**src/rtl/mtx_pkg.sv**
```systemverilog
package mtx_pkg;

  localparam int DATA_W = 32;
  localparam int IDX_W  = 4;
  localparam int CNT_W  = 6;
  localparam int PROD_W = 64;

  typedef enum logic [2:0] {
    OP_WR_CUR    = 3'd0,
    OP_WR_OPD    = 3'd1,
    OP_CONCAT    = 3'd2,
    OP_TRANSFORM = 3'd3,
    OP_READ      = 3'd4,
    OP_TRANSPOSE = 3'd5
  } op_t;

  // Tag that travels with one product term through the datapath.
  typedef struct packed {
    logic             valid;
    op_t              op;
    logic [1:0]       k;
    logic             first;
    logic             last;
    logic             fin;
    logic [IDX_W-1:0] dest;
  } tag_t;

  // One finished element leaving the datapath.
  typedef struct packed {
    logic                     valid;
    op_t                      op;
    logic                     fin;
    logic [IDX_W-1:0]         dest;
    logic signed [DATA_W-1:0] data;
    logic                     sat;
  } res_t;

endpackage

```
**src/rtl/mtx_mem.sv**
```systemverilog
module mtx_mem #(
  parameter int AW        = 4,
  parameter int FRAC_BITS = 16
) (
  input  logic                             clk,
  input  logic                             rst,
  input  logic                             we,
  input  logic [AW-1:0]                    waddr,
  input  logic signed [mtx_pkg::DATA_W-1:0] wdata,
  input  logic [AW-1:0]                    raddr,
  output logic signed [mtx_pkg::DATA_W-1:0] rdata
);
  import mtx_pkg::*;

  localparam int DEPTH = 2 ** AW;
  localparam logic signed [DATA_W-1:0] ONE = DATA_W'(1) << FRAC_BITS;

  logic signed [DATA_W-1:0] mem [DEPTH];
  logic [DEPTH-1:0]         vld;
  logic signed [DATA_W-1:0] data_q;
  logic                     vld_q;
  logic [IDX_W-1:0]         idx_q;

  always_ff @(posedge clk) begin
    if (we) begin
      mem[waddr] <= wdata;
    end
    data_q <= mem[raddr];
    vld_q  <= vld[raddr];
    idx_q  <= raddr[IDX_W-1:0];
  end

  always_ff @(posedge clk) begin
    if (rst) begin
      vld <= '0;
    end else if (we) begin
      vld[waddr] <= 1'b1;
    end
  end

  // An entry never written reads as the identity matrix element.
  always_comb begin
    if (vld_q) begin
      rdata = data_q;
    end else if (idx_q[1:0] == idx_q[3:2]) begin
      rdata = ONE;
    end else begin
      rdata = '0;
    end
  end

endmodule

```
**config.mk**
```make
export PLATFORM = sky130hd
export DESIGN_NAME = mtx_mem
export DESIGN_NICKNAME = d
export VERILOG_FILES = /design/src/rtl/mtx_pkg.sv /design/src/rtl/mtx_mem.sv
export SDC_FILE = /design/constraint.sdc
export NUM_CORES = 1
export LEC_CHECK = 0
export ABC_CLOCK_PERIOD_IN_PS = 3500
export BUFFER_PORTS_ARGS = -buffer_cell sky130_fd_sc_hd__buf_4
export CORE_MARGIN = 1.5
export CORE_UTILIZATION = 61
export CTS_CLUSTER_DIAMETER = 120
export CTS_CLUSTER_SIZE = 40
export DETAILED_ROUTE_END_ITERATION = 16
export HOLD_SLACK_MARGIN = 0.1
export PLACE_DENSITY = 0.79
export SLEW_MARGIN = 30
export SYNTH_ARGS = -nofsm -noshare
export SYNTH_HDL_FRONTEND = slang
export SYNTH_SLANG_ARGS = --single-unit
```
**constraint.sdc**
```tcl
create_clock -name clk -period 3.5 [get_ports clk]
set_input_delay 0 -clock clk [delete_from_list [all_inputs] [get_ports clk]]
set_output_delay 0 -clock clk [all_outputs]
set_load 0.01 [all_outputs]
```
After elaboration in Yosys (flattened, before gate mapping)
Memory sizes are Yosys's and may differ from the RTL's. A register that Yosys moved wholly into a read port is not among the register bits.
Cells that the tools add are included.
{"block": "totals", "reg_bits": 21, "ramBits": 512, "out_inout_bits": 32, "word_cells": 18, "mem_count": 1}
{"memory": "mem", "depth": 16, "word_bits": 32, "read_ports": 1, "rd_ports_with_merged_regs": 1, "wr": 1, "line": "mtx_mem.sv:18", "source": "logic signed [DATA_W-1:0] mem [DEPTH];"}
{"block": "classes", "n_lt_le_gt_ge": 3, "eq_ne": 1, "n_mux": 8, "bitwise_logic": 1, "n_reduce_logical": 1}
{"op": "two-way mux 32 bit", "count": 1}
{"op": "two-way mux 17 bit", "count": 1}
{"op": "OR 16 bit", "count": 1}
{"op": "less-than comparator 4 x 5 -> 1 bit, second input constant", "count": 2}
{"op": "binary-select mux 1 bit (select 4 bit)", "count": 1}
{"op": "demux 1 bit (select 4 bit)", "count": 1}
{"op": "greater-or-equal comparator 4 x 1 -> 1 bit, second input constant", "count": 1}
{"op": "two-way mux 1 bit", "count": 4}
{"op": "== test 2 bit", "count": 1}
{"op": "logical AND 1 bit", "count": 1}

Depth between registers and ports, before layout
{"block": "logic_depth", "word_depth": 5, "mapped_depth": 6, "mapped_depth_nobuf": 3}

Worst setup path after synthesis
No wires, ideal clock.
{"block": "synth_timing", "kind": "input-to-reg", "startpoint": "input waddr[2]", "endpoint": "memory mem[0][0] (enable)", "setup_ns": 0.461, "arrival_time_ns": 2.718, "slack_ns": 0.321, "cell_stages": 2, "n_path_buf": 0, "path_cell_list": "or3b_2 nor3_1"}
{"element": "start, declared", "line": "mtx_mem.sv:8", "source": "input logic [AW-1:0] waddr,"}
{"element": "end, declared", "line": "mtx_mem.sv:18"}
No word-level cell before the write port.

Final worst setup path
{"block": "layout_timing", "startpoint": "register vld_q", "endpoint": "output rdata[16] (netlist name)"}
{"block": "layout_between", "elab_chain_cells": 1}
{"element": "start, declared", "line": "mtx_mem.sv:21", "source": "logic vld_q;"}
{"element": "start signal, assigned", "line": "mtx_mem.sv:29", "source": "vld_q <= vld[raddr];"}
{"element": "two-way mux 32 bit", "line": "mtx_mem.sv:43", "source": "if (vld_q) begin"}
{"element": "end, declared", "line": "mtx_mem.sv:11", "source": "output logic signed [mtx_pkg::DATA_W-1:0] rdata"}
Every way passes these cells.

==> flow_metrics.env <==
export IMPL_worstSetupPathType="reg -> out"
export IMPL_grt_pass1_vias=9934
export IMPL_path_cells="buf_4 > nand2_1 > o31ai_1 > buf_4"
export IMPL_grt_remaining_overflow=0
export IMPL_min_from="raddr[3]"
export IMPL_regArea_um2=16440
export IMPL_max_vdd_ir_drop_uv=510.1
export IMPL_min_to="idx_q[3]"
export IMPL_dp_hpwl_um=23710
export IMPL_grt_pass1_wl_um=61430
export IMPL_period_minus_slack_ns=2.264
export IMPL_fin_total_pwr_mw=11.15
export IMPL_critPathArrivalTime_ns=2.26
export IMPL_synth_top_area_share=0.7324
export IMPL_r2r_cells=3
export IMPL_yosysMostFrequentCell="edfxtp_1"
export IMPL_ys_top_cells_by_area="edfxtp_1 (73%), mux4_2 (12%), dfxtp_1 (5.1%), mux4_1 (2.4%), a22oi_1 (2.4%)"
export IMPL_drive_above_1_share=0.2393
export IMPL_clkSlewWorstSetupHoldPaths_ns=0.14
export IMPL_ios=75
export IMPL_core_area_um2=33700
export IMPL_cts_tree="built"
export IMPL_start_util=0.6229
export IMPL_drt_iter0_markers=1178
export IMPL_rrSetupSlack_ns=2.01
export IMPL_insertion_delay_ns=0.55
export IMPL_cts_sinks=565
export IMPL_tightestPinTransition_ns=0.9976
export IMPL_max_freq_ghz=0.4417
export IMPL_clock_skew_ns=0.04790
export IMPL_grt_use_total=0.2333
export IMPL_yosysTopAreaCell="edfxtp_1"
export IMPL_synthArstFlopShare=0
export IMPL_finalSetupTns_ns=0
export IMPL_drc_errors=0
export IMPL_gp_congestion=0.7405
export IMPL_antenna_found_initial=0
export IMPL_leakage_nw=7.531
export IMPL_finalSetupViolCount=0
export IMPL_areaGrowthSynthToFinish_pct=11.12
export IMPL_clock_root_buffer="clkbuf_16"
export IMPL_slowest_stage="dfxtp_1"
export IMPL_multi_input_area_um2=4345
export IMPL_synthFlopType="edfxtp_1"
export IMPL_end_kind="primary output"
export IMPL_ys_ff_latch=565
export IMPL_ys_seq_area_frac=0.7829
export IMPL_numCtsBuffers=18
export IMPL_crit_fanout=20
export IMPL_rows=67
export IMPL_die_h_um=188.5
export IMPL_die_width_um=188.5
export IMPL_final_core_util=0.6922
export IMPL_reg2reg_from="mem[6][18]"
export IMPL_yosysWarnings=0
export IMPL_nNetsFinal=1109
export IMPL_syn_inst=949
export IMPL_synth_edf_count=512
export IMPL_wl_per_cell_um=26.64
export IMPL_hold_path_depth=2
export IMPL_firstDrtPassIters=7
export IMPL_ys_top_cells_by_count="edfxtp_1 (512), mux4_2 (113), a22oi_1 (66)"
export IMPL_max_cap_violations=0
export IMPL_netlist_area_um2=20990
export IMPL_totalWireLength_um=40650
export IMPL_period_share=0.6468
export IMPL_io_buffers=74
export IMPL_power_density_nw_per_um2=478.1
export IMPL_maxSlewViolCount=0
export IMPL_syn_avg_cell_area_um2=22.12
export IMPL_diodes=0
export IMPL_drtAntennaViolNets=0
export IMPL_cp_data_required_time_ns=3.50
export IMPL_slew_limit_headroom=0.3350
export IMPL_status="finished clean"
export IMPL_clockBufferDepth=3
export IMPL_slowest_delay_ns=0.83
export IMPL_cp_common_cell="buf_4"
export IMPL_vias=9749
export IMPL_synthDistinctLibCells=27
export IMPL_fillers=2013
export IMPL_rsz0062_at_grt="false"
export IMPL_grt_start_max_net_pins=52
export IMPL_die_area_um2=35540
export IMPL_viasPerCell=6.389
export IMPL_worstSetupStartpointType="register"
export IMPL_finalHoldViolations=0
export IMPL_htreeDepth=1
export IMPL_holdCritPathClass="in -> reg"
export IMPL_timing_rr_end="data_q[18]"
export IMPL_synth_nets=992
## flip-flops by register name, indices dropped and copies added, names as in the netlist
| register | flops |
|---|---|
| mem | 512 |
| data_q | 32 |
| vld | 16 |
| idx_q | 4 |
| vld_q | 1 |
## layout make-up
cell class              count  area share
flip-flops and latches    565      0.7046
multi-input cells         332      0.1863
repair buffers            149     0.06152
well taps                 448     0.02403
clock buffers              31     0.02231
clock inverters             1    0.001287
## worst max-delay path by stage
| stage | endpoint | start | cells past startpoint |
|---|---|---|---|
| after global routing | rdata[16] | vld_q | 4 |
| after global placement | mem[2][14] | waddr[2] | 3 |
| after CTS | rdata[16] | vld_q | 4 |
| final | rdata[16] | vld_q | 4 |
| after floorplan | mem[0][0] | waddr[2] | 2 |
| after detailed placement | data_q[16] | raddr[0] | 5 |
## report_power, final
group          total [mW]  internal [mW]  switching [mW]  leakage [nW]
Clock                2.90           1.06            1.84         0.260
Sequential           7.57           7.52          0.0495          5.07
Combinational       0.689          0.310           0.380          2.20
## metal layers
metal	vias to the layer above	global-route usage	part of all wire
met1	5172	0.3444	0.41
li1	4153	-	-
met3	36	0.02142	0.062
met5	-	0	0
met4	0	0.03907	0.012
met2	388	0.3954	0.51
## through the flow
step / setup WS [ns] / cells / hold WS, ns / cell area (µm²)
6_report: 1.236 / 1526 / 0.1692 / 23330
2_1_floorplan: 0.3207 / 949 / 0.02772 / 20990
3_5_place_dp: 1.464 / 1449 / 0.1870 / 22330
4_1_cts: 1.175 / 1526 / 0.1444 / 23330
5_1_grt: 1.165 / 1526 / 0.1514 / 23330
3_3_place_gp: 1.458 / 1441 / 0.1771 / 22110
## critical path, delay by kind of cell (launching register included)
kind	cells	cell delay, ns
flops	1	0.83
buf+inv	2	0.56
simple gates	1	0.18
compound gates	1	0.11
## placed cells by master, fill, tap and decap left out, drive strengths merged
cell         netlist  final
a31oi              4      4
nand3b             2      2
nand2             35     35
dlygate4sd3        0     45
xor2               2      2
clkbuf            28     32
nand3              1      1
a21oi             12     12
clkinv             0      1
nor2              30     30
buf               24    103
and2              32     32
nor3b              1      1
mux4             132    132
or3b               1      1
a22oi             66     66
dfxtp             53     53
nor3               4      4
edfxtp           512    512
nand2b             2      2
and3               1      1
nor2b              4      4
o31ai              1      1
and3b              2      2
## what timing repair did
action	in CTS	in global routing
endpoints found under the hold margin	554	0
hold buffers	45	0
resized for setup	0	0
setup buffers	0	0
## cell families (layout without fill, tap and decap cells)
logic type	after synthesis	after routing	share of synthesized area
flip-flops	565	565	0.7829
multiplexers	132	132	0.1450
AND/OR/NAND/NOR	115	115	0.02676
AO/OA/AOI/OAI	83	83	0.02801
buffers and inverters	52	181	0.01645
XOR/XNOR	2	2	0.0008346
Power figures use the tool's default switching activity.
