### src/rtl/mtx_pkg.sv
package mtx_pkg;

  localparam int DATA_W = 32;
  localparam int IDX_W  = 4;
  localparam int CNT_W  = 6;
  localparam int PROD_W = 64;

  typedef enum logic [2:0] {
    OP_WR_CUR    = 3'd0,
    OP_WR_OPD    = 3'd1,
    OP_CONCAT    = 3'd2,
    OP_TRANSFORM = 3'd3,
    OP_READ      = 3'd4,
    OP_TRANSPOSE = 3'd5
  } op_t;

  // Tag that travels with one product term through the datapath.
  typedef struct packed {
    logic             valid;
    op_t              op;
    logic [1:0]       k;
    logic             first;
    logic             last;
    logic             fin;
    logic [IDX_W-1:0] dest;
  } tag_t;

  // One finished element leaving the datapath.
  typedef struct packed {
    logic                     valid;
    op_t                      op;
    logic                     fin;
    logic [IDX_W-1:0]         dest;
    logic signed [DATA_W-1:0] data;
    logic                     sat;
  } res_t;

endpackage

### src/rtl/mtx_mac.sv
module mtx_mac #(
  parameter int FRAC_BITS = 16
) (
  input  logic                              clk,
  input  logic                              rst,
  input  mtx_pkg::tag_t                     issue,
  input  logic signed [mtx_pkg::DATA_W-1:0] cur_rd,
  input  logic signed [mtx_pkg::DATA_W-1:0] opd_rd,
  input  logic signed [mtx_pkg::DATA_W-1:0] vx,
  input  logic signed [mtx_pkg::DATA_W-1:0] vy,
  input  logic signed [mtx_pkg::DATA_W-1:0] vz,
  output mtx_pkg::res_t                     res,
  output logic                              pipe_busy
);
  import mtx_pkg::*;

  localparam logic signed [DATA_W-1:0] ONE   = DATA_W'(1) << FRAC_BITS;
  localparam logic signed [PROD_W-1:0] MAX_V = PROD_W'(64'sd2147483647);
  localparam logic signed [PROD_W-1:0] MIN_V = -PROD_W'(64'sd2147483648);

  tag_t                     tag1, tag2;
  res_t                     res_next;
  logic signed [DATA_W-1:0] a, b, data2;
  logic signed [PROD_W-1:0] prod, term, acc, sum;
  logic                     is_mac, hi, lo;

  always_comb begin
    case (tag1.k)
      2'd0:    a = vx;
      2'd1:    a = vy;
      2'd2:    a = vz;
      default: a = ONE;
    endcase
    b = cur_rd;
    if (tag1.op == OP_CONCAT) begin
      a = cur_rd;
      b = opd_rd;
    end
  end

  // Arithmetic shift of the exact product floors toward negative infinity.
  assign term   = prod >>> FRAC_BITS;
  assign sum    = (tag2.first ? '0 : acc) + term;
  assign is_mac = (tag2.op == OP_CONCAT) || (tag2.op == OP_TRANSFORM);
  assign hi     = sum > MAX_V;
  assign lo     = sum < MIN_V;

  always_comb begin
    res_next       = '0;
    res_next.valid = tag2.valid && tag2.last;
    res_next.op    = tag2.op;
    res_next.fin   = tag2.fin;
    res_next.dest  = tag2.dest;
    res_next.sat   = is_mac && (hi || lo);
    if (!is_mac) begin
      res_next.data = data2;
    end else if (hi) begin
      res_next.data = MAX_V[DATA_W-1:0];
    end else if (lo) begin
      res_next.data = MIN_V[DATA_W-1:0];
    end else begin
      res_next.data = sum[DATA_W-1:0];
    end
  end

  always_ff @(posedge clk) begin
    if (rst) begin
      tag1 <= '0;
      tag2 <= '0;
      res  <= '0;
    end else begin
      tag1 <= issue;
      tag2 <= tag1;
      res  <= res_next;
    end
    prod  <= PROD_W'(a) * PROD_W'(b);
    data2 <= cur_rd;
    if (tag2.valid) begin
      acc <= sum;
    end
  end

  assign pipe_busy = tag1.valid || tag2.valid || res.valid;

endmodule

### config.mk
export PLATFORM = sky130hd
export DESIGN_NAME = mtx_mac
export DESIGN_NICKNAME = d
export VERILOG_FILES = /design/src/rtl/mtx_pkg.sv /design/src/rtl/mtx_mac.sv
export SDC_FILE = /design/constraint.sdc
export NUM_CORES = 2
export LEC_CHECK = 0
export BUFFER_PORTS_ARGS = -buffer_cell sky130_fd_sc_hd__buf_2
export CAP_MARGIN = 5
export CORE_UTILIZATION = 60
export CTS_CLUSTER_SIZE = 28
export DETAILED_ROUTE_END_ITERATION = 16
export GPL_ROUTABILITY_DRIVEN = 1
export PLACE_DENSITY = 0.78
export RECOVER_POWER = 50
export SYNTH_ARGS = -nofsm -noshare
export SYNTH_HDL_FRONTEND = slang
export SYNTH_SLANG_ARGS = --single-unit
### constraint.sdc
create_clock -name clk -period 22.5 [get_ports clk]
set_input_delay 0 -clock clk [delete_from_list [all_inputs] [get_ports clk]]
set_output_delay 0 -clock clk [all_outputs]
set_load 0.05 [all_outputs]
=== After elaboration in Yosys (flattened, before gate mapping) ===
Cells that the tools add are included.

* RAM bits: 0
* Output and inout bits: 43
* Memories: 0
* Bits in latches: 0
* Bits in read-only memories: 0
* Register bits: 226

* Shift-type cells: 0
* Order comparisons: 2
* Divide/modulo/power cells: 0
* Multiplexer cells: 7
* Reductions and logical operators: 7
* Multipliers: 1
* Bitwise gates (word level): 0
* Add/sub/neg operators: 1
* Equal/unequal tests: 5

{| class="wikitable"
|+ Operators with widths
! kind !! count
|-
| $mux 32 || 5
|-
| $pmux 32 s3 || 1
|-
| $add 64x64->64 || 1
|-
| $gt 64x32->1 const B || 1
|-
| $lt 64x32->1 const B || 1
|-
| $mul 32x32->64 || 1
|-
| $mux 64 || 1
|-
| $eq 3x2->1 const B || 3
|-
| $logic_or 1x1->1 || 4
|-
| $eq 2x1->1 const B || 1
|-
| $eq 2x2->1 const B || 1
|-
| $logic_and 1x1->1 || 2
|-
| $logic_not 2->1 || 1
|}

=== Depth between registers and ports, before layout ===
* Word-level depth: 6
* Mapped depth: 37

=== Worst setup path before layout ===
OpenSTA, ideal clock, no wires.

* Path kind: register to register
* Start: register tag1[8] in the netlist's numbering
* End: register prod[63]
* Cell stages (with the launch flop): 32
* Path buffers: 3
* Slack: 13,408 ps
* Clock period less this slack: 9,092 ps
* Setup time: 121 ps
* Data arrival time: 8,972 ps
* Data required time: 22,379 ps
* Path through: dfxtp_1 clkbuf_1 clkbuf_1 mux2i_1 o211ai_1 o21a_1 clkbuf_1 nand2_1 inv_1 fa_1 fa_1 fa_1 inv_1 fa_1 inv_1 fa_1 fa_1 inv_1 fa_1 inv_1 fa_1 ha_1 nand3_1 o21ai_0 a211oi_1 o21a_1 o41a_1 nand2_1 a31o_2 a21o_1 a21oi_1 xnor2_1

* Word-level cells in the longest chain between the ends: 4
* Elaborated cells on any way between the ends: 6
* Classes of those cells: 1 x mul; 2 x eq/ne; 2 x mux; 1 x reduce/logical

{| class="wikitable"
|+ Ends and longest elaborated chain
! item !! line !! text
|-
| start: declaration || mtx_mac.sv:21 || <nowiki>tag_t tag1, tag2;</nowiki>
|-
| start signal: assignment || mtx_mac.sv:72 || <nowiki>tag1 <= issue;</nowiki>
|-
| $eq 2x2->1 (tied with other cells) || mtx_mac.sv:28 || <nowiki>case (tag1.k)</nowiki>
|-
| $pmux 32 s3 (*) || mtx_mac.sv:28 ||
|-
| $mux 32 (*) || mtx_mac.sv:35 || <nowiki>if (tag1.op == OP_CONCAT) begin</nowiki>
|-
| $mul 32x32->64 (*) || mtx_mac.sv:76 || <nowiki>prod <= PROD_W'(a) * PROD_W'(b);</nowiki>
|-
| end signal: assignment || mtx_mac.sv:76 ||
|-
| end: declaration || mtx_mac.sv:24 || <nowiki>logic signed [PROD_W-1:0] prod, term, acc, sum;</nowiki>
|}

Every way passes the cells marked *; elsewhere a longest branch is shown, timed or not.
A chain may end at the register's enable or synchronous reset.

=== Final worst setup path ===
* Start: register tag1[7] in the netlist's numbering
* End: register prod[63]

The elaborated chain is that of the path after synthesis.

==> Implementation_results.wiki <==
{| class="wikitable"
! Metric !! Value
|-
| CTS tree || built
|-
| Unique masters post-synth || 88
|-
| Yosys warnings || 0
|-
| Share of the synthesized area in the top cell type || 0.464
|-
| Most frequent standard cell in the layout excluding fill and tap cells || sky130_fd_sc_hd__fa_1
|-
| Number of fillers in the final layout || between 6k and 7k
|-
| Average wire per standard cell || ~26 µm
|-
| Area of combinational cells with multiple inputs || approximately 0.037 mm²
|-
| Floorplan die height || around 280 µm
|-
| Classification of the worst-slack hold path || in -> reg
|-
| Post-synthesis average cell area || 8.99 µm²
|-
| Detailed Route WL || roughly 170000 µm
|-
| Unrepaired setup endpoints after global routing || false
|-
| First drt pass iteration count || 9
|-
| Most frequent cells in the layout || sky130_fd_sc_hd__fa_1 (1082), sky130_fd_sc_hd__inv_1 (1000), sky130_fd_sc_hd__nand2_1 (746), sky130_fd_sc_hd__nor2_1 (618), sky130_fd_sc_hd__ha_1 (243)
|-
| Critical path data required time || 22940 ps
|-
| Setup violation total in the final timing report || 0
|-
| Number of instances resized during post-cts repair || 0
|-
| Final Skew || approximately 50 ps
|-
| Post-synthesis share of cell area spent on and, or, nand and nor gates || 0.154
|-
| Library cell with the largest summed area after synthesis || sky130_fd_sc_hd__fa_1
|-
| Antenna violation net count after detailed routing || 0
|-
| Fmax achieved || between 90 and 100 MHz
|-
| Area of the placeable core || roughly 0.076 mm²
|-
| Data arrival time of the worst path || 10920 ps
|-
| Reg2reg path depth || 31
|-
| Synthesized netlist cell count || ~5.2k
|-
| Die W || roughly 280 µm
|-
| Worst stage delay on the critical path || 1060 ps
|-
| Clock latency on the worst-skew pair || approximately 570 ps
|-
| Hold Crit Depth || 3
|-
| Total number of nets in the final design || between 6k and 7k
|-
| TritonCTS Sinks || 210
|-
| Largest buffer count on any clock path || 3
|-
| Number of vias in the routed layout || roughly 40k
|-
| First-pass GRT wire length || ~250000 µm
|-
| Storage cell area || between 0.004 and 0.005 mm²
|-
| Critical Path Source Type || flop
|-
| Number of enable flip-flop cells after synthesis || 64
|-
| Portion of the post-synthesis area used by sequential elements || 0.104
|-
| Via count of the first global-routing pass || slightly above 40k
|-
| Top_reg_cell synth || sky130_fd_sc_hd__dfxtp_1
|-
| Final Max Tran Viols || 116
|-
| Critical Path Fanout Max || 34
|-
| Pin count of the biggest net entering global routing || 77
|-
| Largest cells by area after synthesis || sky130_fd_sc_hd__fa_1 (46%), sky130_fd_sc_hd__inv_1 (8.0%), sky130_fd_sc_hd__ha_1 (6.5%)
|-
| Area Growth Syn to Fin || 7.14%
|-
| Fraction of layout cells with a size suffix above 1 || 0.0657
|-
| Netlist Area Pre-Place || roughly 0.047 mm²
|-
| Compound-gate portion of the synthesized area || 0.0754
|-
| Port Buffer Count || between 200 and 250
|-
| CTS Hold Buffers Added || 45
|-
| Setup slack on the worst flop-to-flop path || approximately 12000 ps
|-
| Half-perimeter wire length of the detailed placement result || 131000 µm
|-
| Multiplexer share of the synthesized area || 0.0138
|-
| Setup_tns || 0 ps
|-
| Die area || 0.0789 mm²
|-
| Fraction of registers with async set/reset || 0
|-
| Count of H-tree levels built during CTS || 1
|-
| Status || complete, but fails checks
|-
| Max stage delay cell, worst path || sky130_fd_sc_hd__o21a_1
|-
| Cell repeated most along the worst path || sky130_fd_sc_hd__fa_1
|-
| Type of the setup path with the least slack || reg -> reg
|-
| Transition time at the pin with the least slew margin || ~4300 ps
|-
| Initial Util || 0.610
|-
| Via density per instance || 6.19
|-
| Flops & latches, synth || between 200 and 250
|-
| Worst rel slew slack || -1.85
|-
| Ports || 218
|-
| Main combinational cell family by area after synthesis || adder cells
|-
| Drt first-iter violations || ~4.8k
|-
| Endpoint kind of the worst setup timing path || flop
|-
| Root cell of the clock tree || sky130_fd_sc_hd__clkbuf_16
|-
| Routability-driven placement congestion ratio || 1.01
|-
| Detailed-route DRC error count || 0
|-
| Post-CTS setup buffer count || 0
|-
| Max-cap violations || 2
|-
| Final hold violations || 0
|-
| Post-Syn Nets || between 6k and 7k
|-
| Adder-Cell Fraction of Synth Area || 0.529
|-
| Clock buffer count from CTS || 22
|-
| CTS clock-pin slew for the worst setup and hold paths || 60 ps
|-
| Post-Synth XOR/XNOR Area || 0.0206
|-
| All-layer global routing usage || 0.442
|-
| Remaining Overflow, GRT || 0
|-
| Number of standard-cell rows in the floorplan || approximately 100
|-
| Violated checks || max-capacitance violations, max-slew violations
|-
| Period utilisation layout || 0.466
|-
| Time the worst path needs with I/O delays and setup || between 10000 and 15000 ps
|-
| Antenna violations before repair || 17
|}
==> layout make-up <==
cell class,count,share of cell area
well taps,1030,0.0258
multi-input cells,3725,0.742
clock inverters,10,0.00200
diodes,10,0.000501
flip-flops and latches,210,0.0970
inverters,1001,0.0752
clock buffers,29,0.0128
repair buffers,369,0.0448
==> synth_stat cells, types with 24 or more instances <==
library cell	n
sky130_fd_sc_hd__a21o_1	44
sky130_fd_sc_hd__clkbuf_1	213
sky130_fd_sc_hd__o211ai_1	38
sky130_fd_sc_hd__a31oi_1	26
sky130_fd_sc_hd__ha_1	243
sky130_fd_sc_hd__a21oi_1	134
sky130_fd_sc_hd__dfxtp_1	146
sky130_fd_sc_hd__nor2_1	618
sky130_fd_sc_hd__mux2i_1	63
sky130_fd_sc_hd__nand4_1	52
sky130_fd_sc_hd__nor3_1	24
sky130_fd_sc_hd__nand2_1	747
sky130_fd_sc_hd__fa_1	1082
sky130_fd_sc_hd__nand3_1	44
sky130_fd_sc_hd__o21ai_1	40
sky130_fd_sc_hd__nor2b_1	101
sky130_fd_sc_hd__inv_1	1000
sky130_fd_sc_hd__edfxtp_1	64
sky130_fd_sc_hd__xnor2_1	69
sky130_fd_sc_hd__xor2_1	41
sky130_fd_sc_hd__o21a_1	49
sky130_fd_sc_hd__o21ai_0	77
==> registers in the layout, indices dropped and copies added (netlist names) <==
| register | count |
|---|---|
| acc | 64 |
| res | 42 |
| prod | 48 |
| tag2 | 3 |
| res_next | 8 |
| data2 | 32 |
| tag1 | 13 |
==> path summary, 6_finish.rpt <==
| kind | to | startpoint |
|---|---|---|
| worst min-delay path | tag1[6] | issue[6] |
| worst max-delay path | prod[63] | tag1[7] |
| worst min register to register | tag2[5] | tag1[5] |
| worst max register to register | prod[63] | tag1[7] |
==> cell families (layout without fill, tap and decap cells) <==
group,after synthesis,count (layout)
muxes,64,64
adders and majority gates,1325,1325
AOI/OAI and AO/OA,534,534
buffers and inverters,1256,1409
xor gates and xnor gates,110,110
other,0,10
DFF,210,210
and+or+nand+nor,1692,1692
==> worst max-delay path: cells and delay by family, from the launching register on <==
| family | cells | cell delay, ps |
|---|---|---|
| fa+ha+maj | 9 | 4970 |
| compound gates | 9 | 2570 |
| simple gates | 5 | 720 |
| flops | 1 | 310 |
| xor+xnor | 1 | 130 |
| buf+inv | 7 | 1670 |
==> stage by stage <==
stage          cell area [µm²]  utilization  hold WS [ps]  instances  setup slack [ps]
5_1_grt                  50000        0.654           225       6375             11420
3_5_place_dp             48900        0.639           177       6290             12180
6_report                 50000        0.654           202       6384             12020
4_1_cts                  50100        0.655          29.5       6374             12190
3_3_place_gp             48900        0.639           173       6290             12320
2_1_floorplan            46700            -          27.7       5191             13410
==> metal layers <==
layer	track usage	vias to the layer above	routed length [µm]
met5	0.0200	-	246
met4	0.328	11	15700
met3	0.193	914	26800
met2	0.642	3074	69900
met1	0.517	19400	55300
li1	-	16100	-
Power is not shown: default switching activity piles up to over one toggle a cycle in this logic, so the estimate is an artifact.
