==> src/rtl/mtx_pkg.sv <==
package mtx_pkg;

  localparam int DATA_W = 32;
  localparam int IDX_W  = 4;
  localparam int CNT_W  = 6;
  localparam int PROD_W = 64;

  typedef enum logic [2:0] {
    OP_WR_CUR    = 3'd0,
    OP_WR_OPD    = 3'd1,
    OP_CONCAT    = 3'd2,
    OP_TRANSFORM = 3'd3,
    OP_READ      = 3'd4,
    OP_TRANSPOSE = 3'd5
  } op_t;

  // Tag that travels with one product term through the datapath.
  typedef struct packed {
    logic             valid;
    op_t              op;
    logic [1:0]       k;
    logic             first;
    logic             last;
    logic             fin;
    logic [IDX_W-1:0] dest;
  } tag_t;

  // One finished element leaving the datapath.
  typedef struct packed {
    logic                     valid;
    op_t                      op;
    logic                     fin;
    logic [IDX_W-1:0]         dest;
    logic signed [DATA_W-1:0] data;
    logic                     sat;
  } res_t;

endpackage

==> src/rtl/mtx_seq.sv <==
module mtx_seq (
  input  logic                         clk,
  input  logic                         rst,
  input  logic                         accept,
  input  mtx_pkg::op_t                 opcode,
  input  logic [mtx_pkg::IDX_W-1:0]    elem_index,
  input  logic                         bank,
  output logic [mtx_pkg::IDX_W:0]      cur_raddr,
  output logic [mtx_pkg::IDX_W-1:0]    opd_raddr,
  output mtx_pkg::tag_t                issue,
  output logic                         run
);
  import mtx_pkg::*;

  typedef enum logic [1:0] {
    ST_IDLE = 2'b01,
    ST_RUN  = 2'b10
  } state_t;

  state_t           state, state_next;
  op_t              op;
  logic [IDX_W-1:0] idx;
  logic [CNT_W-1:0] cnt;
  logic [CNT_W-1:0] cnt_last;
  logic             multi;

  assign multi = (opcode == OP_CONCAT) || (opcode == OP_TRANSFORM) ||
                 (opcode == OP_READ) || (opcode == OP_TRANSPOSE);

  always_comb begin
    case (op)
      OP_CONCAT:    cnt_last = CNT_W'(63);
      OP_TRANSFORM: cnt_last = CNT_W'(11);
      OP_TRANSPOSE: cnt_last = CNT_W'(15);
      default:      cnt_last = '0;
    endcase
  end

  always_comb begin
    state_next = state;
    unique case (state)
      ST_IDLE: if (accept && multi) state_next = ST_RUN;
      ST_RUN:  if (cnt == cnt_last) state_next = ST_IDLE;
      default: state_next = ST_IDLE;
    endcase
  end

  always_ff @(posedge clk) begin
    if (rst) begin
      state <= ST_IDLE;
      cnt   <= '0;
    end else begin
      state <= state_next;
      if (state == ST_RUN) begin
        cnt <= cnt + CNT_W'(1);
      end else begin
        cnt <= '0;
      end
    end
    if (accept) begin
      op  <= opcode;
      idx <= elem_index;
    end
  end

  assign run = (state == ST_RUN);

  always_comb begin
    issue       = '0;
    issue.valid = run;
    issue.op    = op;
    issue.k     = cnt[1:0];
    issue.fin   = (cnt == cnt_last);
    opd_raddr   = {cnt[1:0], cnt[3:2]};
    case (op)
      OP_CONCAT: begin
        issue.first = (cnt[1:0] == 2'd0);
        issue.last  = (cnt[1:0] == 2'd3);
        issue.dest  = {cnt[5:4], cnt[3:2]};
        cur_raddr   = {bank, cnt[5:4], cnt[1:0]};
      end
      OP_TRANSFORM: begin
        issue.first = (cnt[1:0] == 2'd0);
        issue.last  = (cnt[1:0] == 2'd3);
        issue.dest  = {2'd0, cnt[3:2]};
        cur_raddr   = {bank, cnt[1:0], cnt[3:2]};
      end
      OP_TRANSPOSE: begin
        issue.first = 1'b1;
        issue.last  = 1'b1;
        issue.dest  = cnt[3:0];
        cur_raddr   = {bank, cnt[1:0], cnt[3:2]};
      end
      default: begin
        issue.first = 1'b1;
        issue.last  = 1'b1;
        issue.dest  = idx;
        cur_raddr   = {bank, idx};
      end
    endcase
  end

endmodule

==> config.mk <==
export PLATFORM = sky130hd
export DESIGN_NAME = mtx_seq
export DESIGN_NICKNAME = d
export VERILOG_FILES = /design/src/rtl/mtx_pkg.sv /design/src/rtl/mtx_seq.sv
export SDC_FILE = /design/constraint.sdc
export NUM_CORES = 1
export LEC_CHECK = 0
export BUFFER_PORTS_ARGS = -buffer_cell sky130_fd_sc_hd__buf_2
export CAP_MARGIN = 0
export CELL_PAD_IN_SITES_DETAIL_PLACEMENT = 1
export CELL_PAD_IN_SITES_GLOBAL_PLACEMENT = 1
export CORE_MARGIN = 3
export CORE_UTILIZATION = 38
export CTS_BUF_LIST = sky130_fd_sc_hd__clkbuf_8 sky130_fd_sc_hd__clkbuf_16
export CTS_CLUSTER_SIZE = 10
export DETAILED_ROUTE_END_ITERATION = 8
export GPL_TIMING_DRIVEN = 0
export PLACE_DENSITY_LB_ADDON = 0.25
export SYNTH_ARGS = -nofsm -noshare
export SYNTH_HDL_FRONTEND = slang
export SYNTH_SLANG_ARGS = --single-unit
export TNS_END_PERCENT = 100
==> constraint.sdc <==
create_clock -name clk -period 3.1 [get_ports clk]
set_input_delay 0.62 -clock clk [delete_from_list [all_inputs] [get_ports clk]]
set_output_delay 0.62 -clock clk [all_outputs]
set_load 0.005 [all_outputs]
# [Word level (Yosys, flattened, before mapping)]
# Index checks and enable logic that the tools add are counted.
[word_totals] register_bits=15 input_bits=11 out_inout_bits=23 word_cells=35
[op_classes] add_sub_neg=1 eq_ne=13 muxes=7 n_bitwise=1 reduce_logical=9
[op_table] cell="case mux 6 bit (3 select lines)" count=1
[op_table] cell="equality test 3 x 2 -> 1 bit (second input constant)" count=4
[op_table] cell="case mux 4 bit (3 select lines)" count=1
[op_table] cell="equality test 3 bit (second input constant)" count=3
[op_table] cell="case mux 4 bit (2 select lines)" count=1
[op_table] cell="adder 6 x 1 -> 6 bit (second input constant)" count=1
[op_table] cell="equality test 6 bit" count=1
[op_table] cell="2-to-1 mux 2 bit" count=3
[op_table] cell="OR reduction 2 bit" count=3
[op_table] cell="equality test 2 bit (second input constant)" count=2
[op_table] cell="inequality test 2 bit (second input constant)" count=2
[op_table] cell="case mux 2 bit (2 select lines)" count=1
[op_table] cell="logical OR 1 bit" count=3
[op_table] cell="equality test 2 x 1 -> 1 bit (second input constant)" count=1
[op_table] cell="logical NOT 2 bit" count=1
[op_table] cell="AND reduction 2 bit" count=1
[op_table] cell="logical AND 1 bit" count=1
[op_table] cell="inverter 1 bit" count=1

# [Depth between registers and ports, before layout]
# Gate-level depths: netlist of the first run.
[logic_depth] word_depth=7 mapped_depth=6 depth_no_buf=4

# [Worst setup path before layout of the first run]
# No wires, ideal clock.
[synth_timing] path_type="register -> output" startpoint="reg op[2]" endpoint="out issue[4] (netlist name)" arrival_ps=1344 t_required_ps=2480 slack_ps=1136 path_stages_with_launch=6 n_path_buf=1 cell_sequence="edfxtp_1 -> buf_6 -> or3b_1 -> o2bb2ai_1 -> a32o_1 -> a21boi_1"
[synth_rtl] element="start: declaration" line_no="mtx_seq.sv:21" rtl="op_t op;"
[synth_rtl] element="start signal: assignment" line_no="mtx_seq.sv:61" rtl="op <= opcode;"
[synth_rtl] element="end: declaration" line_no="mtx_seq.sv:10" rtl="output mtx_pkg::tag_t issue,"

==> impl_metrics.yaml, run 1 <==
outcome:
  status: "complete, no violations"
global_routing:
  grt_pass1_vias: 1099
  grt_start_max_net_pins: 11
  overflow: 0
  grt_pass1_wl_mm: 4.61
  antenna_found_initial: 0
  met2_usage: 0.344
  busiest_layer: "met2"
  grtUsageMet1: 0.183
  grt_usage: 0.176
  grt_use_met3: 0.0267
synthesis:
  avgSynthCellArea_sq_um: 8.65
  seq_area_frac_synth: 0.363
  post-synth-top-count-cell: "nor2_1"
  synthCells: 118
  syn-cell-area_sq_mm: 0.00102
  ys_types: 39
  synth_fp_nets: 131
  yosysTopAreaCell: "edfxtp_1"
  synth.area.top_cells: "edfxtp_1 21%, dfxtp_1 16%, buf_4 5.9%"
  synth_edf_count: 7
  synth_ff_type: "dfxtp_1"
  synth_top_area_frac: 0.206
  yosysWarnings: 0
  synth_top_cells_by_count: "16 x nor2_1, 9 x a21oi_1, 8 x buf_4, 8 x dfxtp_1"
  async_flop_share: 0
  ys_seq_elements: 15
worst_setup_path:
  timing.critical_path.to_type: "output port"
  r2r-start: "op[2]$_DFFE_PP_"
  critical_path_class: "reg2out"
  crit_required_ns: 2.48
  critical_path.startpoint_type: "flop"
  crit_path_max_fanout: 10
  critPathLaunch: "op[2]$_DFFE_PP_"
  cp.arrival_ns: 1.81
place:
  hpwl_mm: 2.02
  place_inst: 180
  gp_congestion: 0.810
  port_buffers: 32
timing:
  worst_slew_pin_slew_ns: 0.434
  period_share: 0.785
  slew_viol_final: 0
  tns_ns: 0
  hold_slack_ns: 0.540
  hold_viol: 0
  rsz0062_at_grt: "no"
  fmax_mhz: 411
  relSlewSlack: 0.711
  setup_violations: 0
  min_period_ns: 2.43
  skew_ns: 0.00590
power_and_ir_drop:
  power_density_mw_per_mm2: 390
  irDropWorstVdd_v: 0.000263
  power.leakage_nw: 0.573
clocking:
  clk_latency_ns: 0.25
  clkSinkCount: 15
  clk_pin_slew_worst_paths_ns: 0.06
  cts_setup_buffers: 0
  cts_tree: "built"
  ctsHoldBuffers: 0
  post_cts_resized: 0
  cts_root_buf: "clkbuf_8"
  cts_buffers: 3
  cts_buffer_depth: 2
  htreeDepth: 1
drt:
  routed_via_density: 5.34
  drc_errors: 0
  dr.pass1.iters: 4
  vias: 983
  drt-total-wl_mm: 2.67
  avgRoutedWirePerCell_microns: 14.5
  final_antenna_net_count: 0
  drt_iter0_drc: 26
floorplan:
  core-area_sq_mm: 0.00252
  dieHeight_microns: 57.8
  dieArea_sq_mm: 0.00334
  initial_core_util: 0.405
  chipWidth_microns: 57.8
  boundaryPins: 34
  rows: 18
final_layout:
  nets: 168
  fin_cells: 184
  drive_above_1_share: 0.351
  num_antenna_cells: 0
  areaGrowthSynthToFinish_pct: 23.8
min_path:
  hold_class: "in2reg"
  hp-start: "elem_index[3]"
run:
  maxCapViolCount: 0
[worst max-delay path, cell delays in order, from the launching register on]
cell and delay [ns]:
edfxtp_1 0.40, buf_6 0.16, or3b_1 0.34, o2bb2ai_1 0.14, a32o_1 0.20, a21boi_1 0.19, buf_2 0.13
[cell families after synthesis]
family	share of synthesized area
adders and majority gates	0.0245
AOI/OAI and AO/OA	0.179
DFF	0.363
muxes	0.0306
buffers and inverters	0.114
xor gates and xnor gates	0.0515
and+or+nand+nor	0.238
[placed cells by master, fill, tap and decap left out, types with 3 or more instances in the layout]
master and instances:
a21oi_1 9, edfxtp_1 7, clkbuf_8 3, nor2_1 16
dfxtp_1 8, nand2_1 4, buf_2 37, nand2b_1 7
nand3_1 5, o21ai_0 4, xor2_1 4, inv_1 4
buf_4 8
[cell type report]
type	count	area [sq um]
Tap cell	30	37.5
Multi-Input combinational cell	84	534
Inverter	3	11.3
Clock inverter	1	3.75
Timing Repair Buffer	32	160
Buffer	16	105
Sequential cell	15	370
Fill cell	323	1260
Clock buffer	3	41.3
[flip-flops by register name (all words and copies together) (netlist names)]
register / count
op: 3
idx: 4
cnt: 6
state: 2
[stage by stage]
stage	utilization	setup WS (ns)	instance area [sq um]	power, W
final	0.501	0.668	1260	0.000493
after global routing	0.501	0.584	1260	0.000521
after CTS	0.501	0.656	1260	0.000497
after detailed placement	0.483	0.939	1220	0.000342
after global placement	0.483	1.01	1220	0.000337
after floorplan	-	1.14	1020	0.000298
[where the power goes]
group	leakage [nW]	total, W	internal, W	switching, W
logic	0.413	0.000112	0.0000554	0.0000563
registers	0.133	0.000226	0.000217	0.00000812
clock network	0.0269	0.000156	0.0000877	0.0000679
total	0.573	0.000493	0.000361	0.000132
[layer usage]
metal / vias to the layer above / share of wire / wire length (microns)
met5: - / 0 / 0
met2: 30 / 0.54 / 1440
met1: 467 / 0.39 / 1050
li1: 479 / - / -
met4: 0 / 0.020 / 54
met3: 7 / 0.047 / 126
[final timing paths]
kind | to | slack (ns) | depth (start not counted)
worst min-delay path | idx[3]$_DFFE_PP_ | 0.54 | 1
worst max-delay path | issue[4] | 0.67 | 6
worst min register to register | cnt[5]$_SDFF_PP0_ | 0.60 | 2
worst max register to register | state[1]$_SDFFE_PP0P_ | 1.63 | 5
No activity file was read; power rests on OpenSTA's default activity.
==> run 2, diff against run 1 <==
--- a/config.mk
+++ b/config.mk
@@ -5,12 +5,13 @@
 export SDC_FILE = /design/constraint.sdc
 export NUM_CORES = 1
 export LEC_CHECK = 0
+export ABC_AREA = 1
 export BUFFER_PORTS_ARGS = -buffer_cell sky130_fd_sc_hd__buf_2
 export CAP_MARGIN = 0
 export CELL_PAD_IN_SITES_DETAIL_PLACEMENT = 1
 export CELL_PAD_IN_SITES_GLOBAL_PLACEMENT = 1
 export CORE_MARGIN = 3
-export CORE_UTILIZATION = 38
+export CORE_UTILIZATION = 33
 export CTS_BUF_LIST = sky130_fd_sc_hd__clkbuf_8 sky130_fd_sc_hd__clkbuf_16
 export CTS_CLUSTER_SIZE = 10
 export DETAILED_ROUTE_END_ITERATION = 8
==> constraint.sdc (replaced) <==
create_clock -name clk -period 2.3 [get_ports clk]
set_input_delay 0.46 -clock clk [delete_from_list [all_inputs] [get_ports clk]]
set_output_delay 0.46 -clock clk [all_outputs]
set_load 0.005 [all_outputs]
==> impl_metrics.yaml, run 2 <==
outcome:
  status: "complete, no violations"
final_layout:
  largest_register_ffs: 6
  final_cell_mix: "32 x buf_2, 23 x nand2_1, 14 x inv_1"
  multiInputGateArea_sq_um: 374
  final-seq-area_sq_um: 370
  num_antenna_cells: 0
  fin_util: 0.475
  fin_cells: 171
  n_fill_cell: 312
  nets: 157
  drive_above_1_share: 0.378
  reg_top3: "cnt (6), idx (4), op (3)"
  largest_register: "cnt"
  areaGrowthSynthToFinish_pct: 28.7
  layout_commonest_cell: "buf_2"
synthesis:
  ys_types: 25
  seq_area_frac_synth: 0.428
  syn-cell-area_sq_um: 865
  synth_top_cells_by_count: "23 x nand2_1, 13 x inv_1, 8 x buf_4, 8 x dfxtp_1"
  synth_ff_type: "dfxtp_1"
  ys_seq_elements: 15
  synth_top_area_frac: 0.243
  post-synth-top-count-cell: "nand2_1"
  synthCells: 106
  async_flop_share: 0
  synth.area.top_cells: "edfxtp_1 24%, dfxtp_1 19%, nand2_1 10%"
  avgSynthCellArea_sq_um: 8.16
  yosysWarnings: 0
  synth_edf_count: 7
  yosysTopAreaCell: "edfxtp_1"
  synth_fp_nets: 119
clocking:
  cts_buffers: 3
  htreeDepth: 1
  clkSinkCount: 15
  cts_tree: "built"
  clk_latency_ns: 0.25
  cts_buffer_depth: 2
  clk_pin_slew_worst_paths_ns: 0.06
  cts_root_buf: "clkbuf_8"
  ctsHoldBuffers: 0
floorplan:
  core-area_sq_mm: 0.00234
  chipWidth_microns: 57.2
  dieHeight_microns: 57.2
  initial_core_util: 0.370
  rows: 17
  dieArea_sq_mm: 0.00327
  boundaryPins: 34
place:
  hpwl_mm: 1.80
  port_buffers: 32
  gp_congestion: 0.839
  post-place-ws_ns: 0.384
  place_inst: 166
worst_setup_path:
  critical_path_class: "reg2out"
  crit_required_ns: 1.84
  cp.arrival_ns: 1.70
  critical_path.startpoint_type: "flop"
  crit_path_max_fanout: 5
  timing.critical_path.to_type: "output port"
timing:
  hold_slack_ns: 0.371
  setup_slack_ns: 0.135
  relSlewSlack: 0.795
  rsz0062_at_grt: "no"
  setup_violations: 0
  hold_viol: 0
  fmax_mhz: 462
  tns_ns: 0
  period_share: 0.941
  skew_ns: 0.00259
  worst_slew_pin_slew_ns: 0.305
  slew_viol_final: 0
  min_period_ns: 2.16
run:
  maxCapViolCount: 0
drt:
  dr.pass1.iters: 4
  dr_wl_met3_microns: 112
  drt-met1-wl_microns: 966
  avgRoutedWirePerCell_microns: 13.0
  drc_errors: 0
  dr_wl_met2_mm: 1.09
  vias: 835
  drt_iter0_drc: 5
  routed_via_density: 4.88
  drt-total-wl_mm: 2.22
  final_antenna_net_count: 0
  routed.top_layer: "met4"
global_routing:
  grt_pass1_vias: 842
  overflow: 0
  antenna_found_initial: 0
  grt_pass1_wl_mm: 3.75
  grt_start_max_net_pins: 9
  grt_usage: 0.148
power_and_ir_drop:
  irDropWorstVdd_v: 0.000392
  power_density_mw_per_mm2: 591
  power.leakage_nw: 0.569
min_path:
  hold_class: "in2reg"
==> run 2: cell types whose count changed in the layout (fill, tap and decap cells not counted), sizes merged, moves of 3 or more <==
cell / previous run / this run
nor2: 16 / 8
a21oi: 9 / 2
xor2: 4 / 0
nand2: 4 / 25
inv: 4 / 17
nand3: 5 / 9
buf: 46 / 41
nand2b: 7 / 0
and2: 3 / 0
==> run 2: worst paths after layout <==
path | start | end | slack, ns | cells after the start
worst max register to register | op[0]$_DFFE_PP_ | state[1]$_SDFFE_PP0P_ | 0.82 | 11
worst min register to register | cnt[4]$_SDFF_PP0_ | cnt[5]$_SDFF_PP0_ | 0.51 | 2
worst min-delay path | rst | state[1]$_SDFFE_PP0P_ | 0.37 | 2
worst max-delay path | op[2]$_DFFE_PP_ | cur_raddr[3] | 0.14 | 7
==> run 2: where the power goes <==
group / switching (W) / internal [W] / leakage (nW)
sequential: 0.0000137 / 0.000299 / 0.133
clock: 0.0000925 / 0.000118 / 0.0269
combinational: 0.0000753 / 0.0000588 / 0.409
total: 0.000181 / 0.000476 / 0.569
==> run 2: metrics by stage <==
stage               total power (W)  area (sq um)
floorplan                  0.000393           865
global placement           0.000444          1060
detailed placement         0.000453          1060
CTS                        0.000668          1100
global route               0.000699          1110
finish                     0.000657          1110
==> run 2: metal layers <==
layer,up-vias,GRT usage
met3,5,0.0271
met1,388,0.163
met5,-,0
li1,419,-
met2,23,0.256
met4,0,0.0993
==> run 2: kinds of logic (layout without fill, tap and decap cells) <==
kind of cell / Yosys count / in the layout / synth area share
DFF: 15 / 15 / 0.428
and+or+nand+nor: 49 / 49 / 0.282
adders and majority gates: 2 / 2 / 0.0289
buffers and inverters: 24 / 61 / 0.139
AOI/OAI and AO/OA: 16 / 16 / 0.122
==> run 2: critical path: stages (launching register included) <==
cell      delay [ns]
edfxtp_1        0.48
inv_2           0.14
nand3_2         0.13
inv_2           0.13
nor2_4          0.07
a22oi_1         0.22
o21ai_0         0.14
buf_2           0.15
==> run 2: cell type report <==
| cell class | instances | area share |
|---|---|---|
| clock inverters | 1 | 0.00337 |
| multi-input cells | 67 | 0.336 |
| plain buffers | 8 | 0.0540 |
| clock buffers | 3 | 0.0371 |
| well taps | 28 | 0.0315 |
| inverters | 16 | 0.0540 |
| flip-flops and latches | 15 | 0.333 |
| repair buffers | 33 | 0.151 |
==> run 2: timing repair <==
item | in CTS | in global routing
setup endpoints to repair | 0 | 2
buffers inserted | 0 | 1
resized for setup | 0 | 1
